File: src/hdl/assert_macros.svh
// Assertion macros shared by the clock RTL.
`ifndef ASSERT_MACROS_SVH
`define ASSERT_MACROS_SVH

// The condition holds at every clock edge outside reset.
`define WCC_ASSERT_ALWAYS(lbl, clk, rst_n, cond, msg) \
    lbl: assert property (@(posedge clk) disable iff (!(rst_n)) (cond)) else $error(msg);

// The antecedent implies the consequent at the same edge.
`define WCC_ASSERT_SAME(lbl, clk, rst_n, ante, cons, msg) \
    lbl: assert property (@(posedge clk) disable iff (!(rst_n)) (ante) |-> (cons)) \
        else $error(msg);

// The antecedent implies the consequent at the next edge.
`define WCC_ASSERT_NEXT(lbl, clk, rst_n, ante, cons, msg) \
    lbl: assert property (@(posedge clk) disable iff (!(rst_n)) (ante) |=> (cons)) \
        else $error(msg);

`endif

File: src/hdl/wcc_pkg.sv
`timescale 1ns / 1ps

package wcc_pkg;

    typedef enum logic [1:0] {
        MODE_TICK = 2'd0,
        MODE_LOAD = 2'd1,
        MODE_DATE = 2'd2,
        MODE_LAMP = 2'd3
    } mode_t;

    typedef enum logic [1:0] {
        VIEW_NONE     = 2'd0,
        VIEW_SHORT    = 2'd1,
        VIEW_EXTENDED = 2'd2,
        VIEW_DATE     = 2'd3
    } view_t;

    typedef enum logic [1:0] {
        BEEP_NONE  = 2'd0,
        BEEP_SHORT = 2'd1,
        BEEP_LONG  = 2'd2
    } beep_t;

    localparam logic [1:0] REG_DISPLAY_ON       = 2'd0;
    localparam logic [1:0] REG_CHIME_FIRST_HOUR = 2'd1;
    localparam logic [1:0] REG_CHIME_LAST_HOUR  = 2'd2;
    localparam logic [1:0] REG_DATE_SHOW_TICKS  = 2'd3;

    localparam logic       RST_DISPLAY_ON       = 1'b0;
    localparam logic [4:0] RST_CHIME_FIRST_HOUR = 5'd8;
    localparam logic [4:0] RST_CHIME_LAST_HOUR  = 5'd22;
    localparam logic [2:0] RST_DATE_SHOW_TICKS  = 3'd4;

    localparam logic [4:0] MAX_HOURS      = 5'd23;
    localparam logic [5:0] MAX_MINSEC     = 6'd59;
    localparam logic [5:0] HALF_MINUTE_LO = 6'd29;
    localparam logic [5:0] HALF_MINUTE    = 6'd30;
    localparam logic [5:0] EXT_LATE_SEC   = 6'd55;
    localparam logic [5:0] EXT_EARLY_SEC  = 6'd5;
    localparam logic [5:0] CHIME_LATE_SEC = 6'd56;

    localparam int PADDR_W = 4;
    localparam int PDATA_W = 32;

    typedef struct packed {
        logic       display_on;
        logic [4:0] chime_first_hour;
        logic [4:0] chime_last_hour;
        logic [2:0] date_show_ticks;
    } cfg_t;

    typedef struct packed {
        logic [4:0] hours;
        logic [5:0] minutes;
        logic [5:0] seconds;
        logic       colon_lit;
        view_t      view;
        beep_t      beep;
        logic       lamp_test;
    } result_t;

endpackage

File: src/hdl/wcc_cfg.sv
`timescale 1ns / 1ps

module wcc_cfg
    import wcc_pkg::*;
(
    input  logic               aclk,
    input  logic               aresetn,
    input  logic               psel,
    input  logic               penable,
    input  logic               pwrite,
    input  logic [PADDR_W-1:0] paddr,
    input  logic [PDATA_W-1:0] pwdata,
    output logic [PDATA_W-1:0] prdata,
    output logic               pready,
    output cfg_t               cfg
);

    cfg_t cfg_reg;
    cfg_t cfg_next;
    logic wr_en;

    assign pready = 1'b1;
    assign wr_en  = psel && penable && pwrite;
    assign cfg    = cfg_reg;

    always_comb begin
        cfg_next = cfg_reg;
        if (wr_en) begin
            case (paddr[3:2])
                REG_DISPLAY_ON:       cfg_next.display_on       = pwdata[0];
                REG_CHIME_FIRST_HOUR: cfg_next.chime_first_hour = pwdata[4:0];
                REG_CHIME_LAST_HOUR:  cfg_next.chime_last_hour  = pwdata[4:0];
                REG_DATE_SHOW_TICKS:  cfg_next.date_show_ticks  = pwdata[2:0];
                default:              cfg_next = cfg_reg;
            endcase
        end
    end

    always_ff @(posedge aclk) begin
        if (!aresetn) begin
            cfg_reg.display_on       <= RST_DISPLAY_ON;
            cfg_reg.chime_first_hour <= RST_CHIME_FIRST_HOUR;
            cfg_reg.chime_last_hour  <= RST_CHIME_LAST_HOUR;
            cfg_reg.date_show_ticks  <= RST_DATE_SHOW_TICKS;
        end else begin
            cfg_reg <= cfg_next;
        end
    end

    always_comb begin
        case (paddr[3:2])
            REG_DISPLAY_ON:       prdata = {{(PDATA_W-1){1'b0}}, cfg_reg.display_on};
            REG_CHIME_FIRST_HOUR: prdata = {{(PDATA_W-5){1'b0}}, cfg_reg.chime_first_hour};
            REG_CHIME_LAST_HOUR:  prdata = {{(PDATA_W-5){1'b0}}, cfg_reg.chime_last_hour};
            REG_DATE_SHOW_TICKS:  prdata = {{(PDATA_W-3){1'b0}}, cfg_reg.date_show_ticks};
            default:              prdata = '0;
        endcase
    end

endmodule

File: src/hdl/wcc_core.sv
`timescale 1ns / 1ps

module wcc_core
    import wcc_pkg::*;
(
    input  logic       aclk,
    input  logic       aresetn,
    input  logic       in_fire,
    input  mode_t      mode,
    input  logic [4:0] load_hours,
    input  logic [5:0] load_minutes,
    input  logic [5:0] load_seconds,
    input  cfg_t       cfg,
    output result_t    result
);

    `include "assert_macros.svh"

    logic [4:0] hours_reg, hours_next;
    logic [5:0] minutes_reg, minutes_next;
    logic [5:0] seconds_reg, seconds_next;
    logic       colon_reg, colon_next;
    logic       extended_reg, extended_next;
    logic       chime_armed_reg, chime_armed_next;
    logic [2:0] date_count_reg, date_count_next;
    logic       test_pending_reg, test_pending_next;

    logic [4:0] adv_hours;
    logic [5:0] adv_minutes;
    logic [5:0] adv_seconds;
    logic       in_chime_window;

    // Time after one second has passed.
    always_comb begin
        adv_hours   = hours_reg;
        adv_minutes = minutes_reg;
        adv_seconds = seconds_reg + 6'd1;
        if (seconds_reg >= MAX_MINSEC) begin
            adv_seconds = '0;
            adv_minutes = minutes_reg + 6'd1;
            if (minutes_reg >= MAX_MINSEC) begin
                adv_minutes = '0;
                adv_hours   = (hours_reg >= MAX_HOURS) ? 5'd0 : hours_reg + 5'd1;
            end
        end
    end

    assign in_chime_window = (hours_reg >= cfg.chime_first_hour) &&
                             (hours_reg <= cfg.chime_last_hour) && chime_armed_reg;

    always_comb begin
        hours_next        = hours_reg;
        minutes_next      = minutes_reg;
        seconds_next      = seconds_reg;
        colon_next        = colon_reg;
        extended_next     = extended_reg;
        chime_armed_next  = chime_armed_reg;
        date_count_next   = date_count_reg;
        test_pending_next = test_pending_reg;
        result.view       = VIEW_NONE;
        result.beep       = BEEP_NONE;
        result.lamp_test  = 1'b0;

        case (mode)
            MODE_LOAD: begin
                hours_next   = (load_hours   > MAX_HOURS)  ? MAX_HOURS  : load_hours;
                minutes_next = (load_minutes > MAX_MINSEC) ? MAX_MINSEC : load_minutes;
                seconds_next = (load_seconds > MAX_MINSEC) ? MAX_MINSEC : load_seconds;
            end
            MODE_DATE: begin
                date_count_next = cfg.date_show_ticks;
            end
            MODE_LAMP: begin
                test_pending_next = 1'b1;
            end
            MODE_TICK: begin
                if (cfg.display_on) begin
                    if (date_count_reg != 3'd0) begin
                        date_count_next = date_count_reg - 3'd1;
                        result.view     = VIEW_DATE;
                    end else begin
                        result.view = extended_reg ? VIEW_EXTENDED : VIEW_SHORT;
                    end
                    if (in_chime_window) begin
                        result.beep = (minutes_reg == 6'd0 && seconds_reg == 6'd0) ?
                                      BEEP_LONG : BEEP_SHORT;
                    end
                end
                result.lamp_test  = test_pending_reg;
                test_pending_next = 1'b0;
                colon_next        = ~colon_reg;
                hours_next        = adv_hours;
                minutes_next      = adv_minutes;
                seconds_next      = adv_seconds;
                extended_next = (((adv_minutes == MAX_MINSEC) ||
                                  (adv_minutes == HALF_MINUTE_LO)) &&
                                 (adv_seconds >= EXT_LATE_SEC)) ||
                                (((adv_minutes == 6'd0) || (adv_minutes == HALF_MINUTE)) &&
                                 (adv_seconds <= EXT_EARLY_SEC));
                chime_armed_next = ((adv_minutes == MAX_MINSEC) &&
                                    (adv_seconds >= CHIME_LATE_SEC)) ||
                                   ((adv_minutes == 6'd0) && (adv_seconds == 6'd0));
            end
            default: begin
                hours_next = hours_reg;
            end
        endcase

        // A tick reports the time before its advance; other words report the new state.
        if (mode == MODE_TICK) begin
            result.hours     = hours_reg;
            result.minutes   = minutes_reg;
            result.seconds   = seconds_reg;
            result.colon_lit = colon_reg;
        end else begin
            result.hours     = hours_next;
            result.minutes   = minutes_next;
            result.seconds   = seconds_next;
            result.colon_lit = colon_reg;
        end
    end

    always_ff @(posedge aclk) begin
        if (!aresetn) begin
            hours_reg        <= '0;
            minutes_reg      <= '0;
            seconds_reg      <= '0;
            colon_reg        <= 1'b0;
            extended_reg     <= 1'b0;
            chime_armed_reg  <= 1'b0;
            date_count_reg   <= '0;
            test_pending_reg <= 1'b0;
        end else if (in_fire) begin
            hours_reg        <= hours_next;
            minutes_reg      <= minutes_next;
            seconds_reg      <= seconds_next;
            colon_reg        <= colon_next;
            extended_reg     <= extended_next;
            chime_armed_reg  <= chime_armed_next;
            date_count_reg   <= date_count_next;
            test_pending_reg <= test_pending_next;
        end
    end

    `WCC_ASSERT_ALWAYS(a_hours_range, aclk, aresetn, hours_reg <= MAX_HOURS, "hours out of range")
    `WCC_ASSERT_ALWAYS(a_minutes_range, aclk, aresetn, minutes_reg <= MAX_MINSEC, "minutes out of range")
    `WCC_ASSERT_ALWAYS(a_seconds_range, aclk, aresetn, seconds_reg <= MAX_MINSEC, "seconds out of range")

endmodule

File: src/hdl/wall_clock_with_chime.sv
`timescale 1ns / 1ps

// Seconds-driven wall clock with an hourly chime. Every input word (tick, time load, date request or
// lamp-test request) yields exactly one result word, registered and presented in the cycle after
// acceptance. The block takes one word per clock cycle; the only thing that holds it back is the
// single output register, which accepts a new word in the same cycle as the held one is taken.
// The user writes configuration through the APB port only while no word is in flight (not enforced).

module wall_clock_with_chime
    import wcc_pkg::*;
(
    input  logic               aclk,
    input  logic               aresetn,

    input  logic               psel,
    input  logic               penable,
    input  logic               pwrite,
    input  logic [PADDR_W-1:0] paddr,
    input  logic [PDATA_W-1:0] pwdata,
    output logic [PDATA_W-1:0] prdata,
    output logic               pready,

    input  logic               s_valid,
    output logic               s_ready,
    input  logic [1:0]         s_mode,
    input  logic [4:0]         s_load_hours,
    input  logic [5:0]         s_load_minutes,
    input  logic [5:0]         s_load_seconds,

    output logic               m_valid,
    input  logic               m_ready,
    output logic [4:0]         m_shown_hours,
    output logic [5:0]         m_shown_minutes,
    output logic [5:0]         m_shown_seconds,
    output logic               m_colon_lit,
    output logic [1:0]         m_view,
    output logic [1:0]         m_beep,
    output logic               m_lamp_test
);

    `include "assert_macros.svh"

    cfg_t    cfg;
    result_t result;
    result_t out_reg;
    logic    out_valid_reg;
    logic    in_fire;

    assign s_ready = !out_valid_reg || m_ready;
    assign in_fire = s_valid && s_ready;

    wcc_cfg u_cfg (
        .aclk    (aclk),
        .aresetn (aresetn),
        .psel    (psel),
        .penable (penable),
        .pwrite  (pwrite),
        .paddr   (paddr),
        .pwdata  (pwdata),
        .prdata  (prdata),
        .pready  (pready),
        .cfg     (cfg)
    );

    wcc_core u_core (
        .aclk         (aclk),
        .aresetn      (aresetn),
        .in_fire      (in_fire),
        .mode         (mode_t'(s_mode)),
        .load_hours   (s_load_hours),
        .load_minutes (s_load_minutes),
        .load_seconds (s_load_seconds),
        .cfg          (cfg),
        .result       (result)
    );

    always_ff @(posedge aclk) begin
        if (!aresetn) begin
            out_valid_reg <= 1'b0;
        end else if (s_ready) begin
            out_valid_reg <= s_valid;
        end
    end

    always_ff @(posedge aclk) begin
        if (in_fire) begin
            out_reg <= result;
        end
    end

    assign m_valid         = out_valid_reg;
    assign m_shown_hours   = out_reg.hours;
    assign m_shown_minutes = out_reg.minutes;
    assign m_shown_seconds = out_reg.seconds;
    assign m_colon_lit     = out_reg.colon_lit;
    assign m_view          = out_reg.view;
    assign m_beep          = out_reg.beep;
    assign m_lamp_test     = out_reg.lamp_test;

    `WCC_ASSERT_NEXT(a_accept_gives_word, aclk, aresetn, in_fire, m_valid, "accepted word lost")
    `WCC_ASSERT_SAME(a_beep_needs_view, aclk, aresetn, m_valid && (m_beep != BEEP_NONE), m_view != VIEW_NONE, "beep without a view")

endmodule

File: config.mk
export PLATFORM = sky130hd
export DESIGN_NAME = wall_clock_with_chime
export DESIGN_NICKNAME = d
export VERILOG_FILES = /design/src/hdl/wcc_pkg.sv /design/src/hdl/wcc_cfg.sv /design/src/hdl/wcc_core.sv /design/src/hdl/wall_clock_with_chime.sv
export VERILOG_INCLUDE_DIRS = /design/src /design/src/hdl
export SDC_FILE = /design/constraint.sdc
export NUM_CORES = 1
export LEC_CHECK = 0
export ABC_CLOCK_PERIOD_IN_PS = 2800
export BUFFER_PORTS_ARGS = -buffer_cell sky130_fd_sc_hd__buf_4
export CAP_MARGIN = 10
export CORE_MARGIN = 2
export CORE_UTILIZATION = 35
export DETAILED_ROUTE_END_ITERATION = 8
export GPL_TIMING_DRIVEN = 0
export PLACE_DENSITY_LB_ADDON = 0.08
export SLEW_MARGIN = 15
export SYNTH_ARGS = -nofsm -noshare
export SYNTH_HDL_FRONTEND = slang
export SYNTH_HIERARCHICAL = 1
export SYNTH_SLANG_ARGS = --single-unit
export TNS_END_PERCENT = 30
File: constraint.sdc
create_clock -name aclk -period 2.8 [get_ports aclk]
set_input_delay 0.7 -clock aclk [delete_from_list [all_inputs] [get_ports aclk]]
set_output_delay 0.7 -clock aclk [all_outputs]
set_load 0.02 [all_outputs]
[Yosys cells after proc, flatten, opt, wreduce, memory -nomap -nowiden]
Index checks and enable logic that the tools add are counted.
Word-level totals
  flip-flop bits (word level): 62
  input bits: 62
  logic and storage cells: 102
Cells by class
  add/sub/neg operators: 4
  $lt $le $gt $ge: 11
  equal/unequal tests: 11
  mux-type cells: 21
  bitwise logic cells: 1
  reduce and logical (&&, ||, !) cells: 34
Operators with widths (number)
  $pmux 32 s4: 1
  $mux 6: 5
  $ge 6x6->1 const B: 4
  $logic_not 6->1: 4
  $pmux 6 s2: 2
  $mux 5: 4
  $mux 18: 1
  $reduce_and 2->1: 7
  $add 6x1->6 const B: 2
  $eq 6x5->1 const B: 2
  $gt 6x6->1 const B: 2
  $logic_and 1x1->1: 10
  $pmux 5 s2: 1
  $eq 2x2->1 const B: 4
  $eq 6x6->1 const B: 1
  $le 6x3->1 const B: 1
  $mux 2: 3
  $mux 3: 2
  $pmux 3 s2: 1
  $add 5x1->5 const B: 1
  $ge 5x5->1: 1
  $ge 5x5->1 const B: 1
  $gt 5x5->1 const B: 1
  $le 5x5->1: 1
  other kinds (13): 20

[Depth between registers and ports, before layout]
  word-level depth: 7
  mapped depth: 10

[Modules after synthesis]
Netlist, hierarchy kept.
Modules (own cells, without submodules)
  wcc_core: times used 1, cells each 346, area an instance 2483.6 µm², seq. area each 480.5 µm²
  wcc_cfg: times used 1, cells each 104, area an instance 935.9 µm², seq. area each 280.3 µm²
  wall_clock_with_chime: times used 1, cells each 28, area an instance 748.2 µm², seq. area each 710.7 µm²

[Worst setup path after synthesis]
OpenSTA, ideal clock, no wires.
  path kind: input -> register
  from: in s_mode[0]
  to: reg out_reg (netlist bit m_shown_minutes[2]) (data pin)
  setup time: 0.274 ns
  data arrival time: 1.932 ns
  required time: 2.526 ns
  setup slack: 0.594 ns
  cell stages on the path: 7
  cell sequence: inv_1 ha_1 clkbuf_1 nor2b_1 buf_1 clkbuf_1 o32ai_1
RTL lines
  start: declaration: line wall_clock_with_chime.sv:25  | input logic [1:0] s_mode,
  end signal: assignment: line wall_clock_with_chime.sv:87  | out_reg <= result;
  end: declaration: line wall_clock_with_chime.sv:45  | result_t out_reg;

==> metrics <==
DRC viols=8; Clk pwr share=43.2%; flops & latches, synth=62; worst min-delay path class=flip-flop to flip-flop; DP Area=0.00490 mm2; post-synth cell types=66; DR iter-0 viols=275; htree depth=3; Total GRT Usage=19.4%; Internal=1.91 mW; initial antenna violation count=0; postcts setup bufs=0; Final nets=658; Rows=39; gpl congestion=0.981; IO Pins=120; post-route insts no fill=724; Initial Util=36.2%; Startpoint Class=primary input; CP arrival=2670 ps; cell area after layout=0.00522 mm2; Sw Pwr=between 0.7 and 0.8 mW; Critical Path End Type=flip-flop; commonest non-fill, non-tap cell in the layout=buf_4; max-slew violations=0; MaxCap Viol Count=0; Die ar.=about 0.013 mm2; Area Overhead vs Synth=25.1%; share of cells above drive strength 1=23.9%; Filler cells=about 1100; Worst Skew=6.23 ps; Post-CTS Hold Fix Bufs=0; area used by multi-input combinational logic=0.00228 mm2; P_leak=2.27 nW; switching portion of total power=27.7%; fmax=381 MHz; worst slew pin tran=1030 ps; clk buf depth=2; register area=0.00147 mm2; total gr overflow=0; Main synth FF type=dfxtp_1; number of synthesized flops with an enable pin=23; first-pass GRT wire length=19400 um; n_diodes=0; post-route ant nets=0; Seq pwr share=38.7%; vias in the first global route=3568; largest net degree at the start of global routing=25; outcome=finished, violations left; crit-path max FO=10; max reg flops=14; pwr/cell area=approximately 500 mW/mm2; core area=about 0.012 mm2; Max VDD drop=223 uV; ys async rst share=0%; Final Critical Period=~2600 ps; most frequent cells in the layout=buf_4 (92), nand2_1 (42), dfxtp_1 (39); IO buf count=61; clock sinks=62; clock-pin slew on the worst setup and hold paths=60 ps; Final Hold Viols=0; DR WL/cell=17.0 um; failing checks=DRC; Req. time, crit path=2850 ps; Die X=approximately 110 um; Slew HR=30.8%; Post-DP HPWL=between 9000 and 10000 um; TritonCTS Buffers=9; Netlist Area Pre-Place=0.00417 mm2; drt pass-1 iters=7; CTS Root Cell=clkbuf_16; die height=around 110 um; cell count after synthesis=478; Final setup viols=0; sequential fraction of the synthesis area=35.3%; DR vias=~3800; Setup CP Type=primary input to flip-flop; final WL=12300 um; final worst path period share=93.7%; RSZ-0062 raised after global routing=false; Combinational Power Share=18.1%; end-of-flow core utilization=a little under half; hold slack=about 500 ps; Skew-Pair Late Insertion Delay=340 ps; average vias per placed instance=5.26; flop-to-flop setup slack=220 ps; Inst Count DP=708; synthesis warning total=6; Mean Syn Cell Area=8.72 um2; CTS tree=done
==> metrics by stage <==
| stage | setup WS, ps | power, mW | setup TNS [ps] |
|---|---|---|---|
| 2_1_floorplan | 594 | 1.34 | 0 |
| 3_3_place_gp | -429 | 1.51 | -2140 |
| 3_5_place_dp | -336 | 1.51 | -1590 |
| 4_1_cts | 223 | 2.65 | 0 |
| 5_1_grt | 70.2 | 2.74 | 0 |
| 6_report | 178 | 2.64 | 0 |
==> critical path: stages <==
cell and delay, ps:
buf_4 90, inv_1 50, ha_1 200, clkbuf_1 210, nor2b_1 190, buf_1 610, clkbuf_2 430, o32ai_1 200
==> cell usage after synthesis, types with 3 or more instances <==
cell	number	share of area, %
a21o_1	9	1.6
nand3_1	19	2.3
buf_2	8	0.96
a22oi_1	8	1.4
mux2i_1	9	2.2
clkbuf_1	16	1.4
a22o_1	4	0.84
nor4b_1	3	0.63
dfxtp_1	39	19
o211ai_1	9	1.6
o21ai_0	28	3.4
inv_1	34	3.1
buf_6	5	1.4
o22ai_1	3	0.45
nor3_1	9	1.1
a31oi_1	6	0.90
buf_4	31	5.6
mux2_2	7	1.9
nand4_1	5	0.75
nor2_1	17	1.5
nand2_1	42	3.8
nor2b_1	15	2.3
ha_1	20	6.0
edfxtp_1	23	17
a32o_1	3	0.72
xor2_1	4	0.84
o211a_1	6	1.4
and2_1	6	0.90
a21oi_1	32	3.8
nand2b_1	3	0.45
and3_1	3	0.45
nor4_1	8	1.2
==> routing by layer <==
metal | wire length, um | part of all wire, % | vias up | track usage [%]
li1 | - | - | 1887 | -
met1 | 5940 | 48 | 1755 | 27.8
met2 | 5400 | 44 | 148 | 29.9
met3 | 759 | 6.2 | 17 | 3.05
met4 | 201 | 1.6 | 0 | 6.59
met5 | 0 | 0 | - | 0
==> area by class of cell <==
cell class	count	share of cell area [%]
clock inverter	2	0.216
inverter	34	2.45
buffer	61	7.56
timing repair buffer	61	8.78
multi-input combinational	347	43.7
tap	143	3.43
clock buffer	14	5.66
sequential	62	28.2
==> final timing paths <==
check                   startpoint                  end  cells past startpoint
max                      s_mode[0]   m_shown_minutes[2]                      8
min                   u_cfg/cfg[1]         u_cfg/cfg[1]                      2
max reg2reg  u_core/seconds_reg[0]  u_core/extended_reg                      9
min reg2reg           u_cfg/cfg[1]         u_cfg/cfg[1]                      2
==> logic make-up after synthesis <==
logic type,after synthesis,share of synthesized area [%]
and+or+nand+nor,142,18.2
AOI/OAI and AO/OA,136,22.3
buffers and inverters,95,12.5
DFF,62,35.3
adders and majority gates,20,6.00
muxes,17,4.68
xor gates and xnor gates,4,0.841
other,2,0.180
==> what timing repair did <==
action,CTS,global route
setup endpoints to repair,1,1
cloned,0,0
endpoints found under the hold margin,0,0
resized for setup,1,1
==> power by group through the flow <==
stage          clock (mW)  combinational (mW)  sequential, mW
4_1_cts              1.15               0.475            1.02
6_report             1.14               0.477            1.02
2_1_floorplan           0               0.279            1.06
3_5_place_dp            0               0.472            1.04
5_1_grt              1.19               0.522            1.03
3_3_place_gp            0               0.471            1.04
Note: power is estimated with default switching activity, not from simulation.
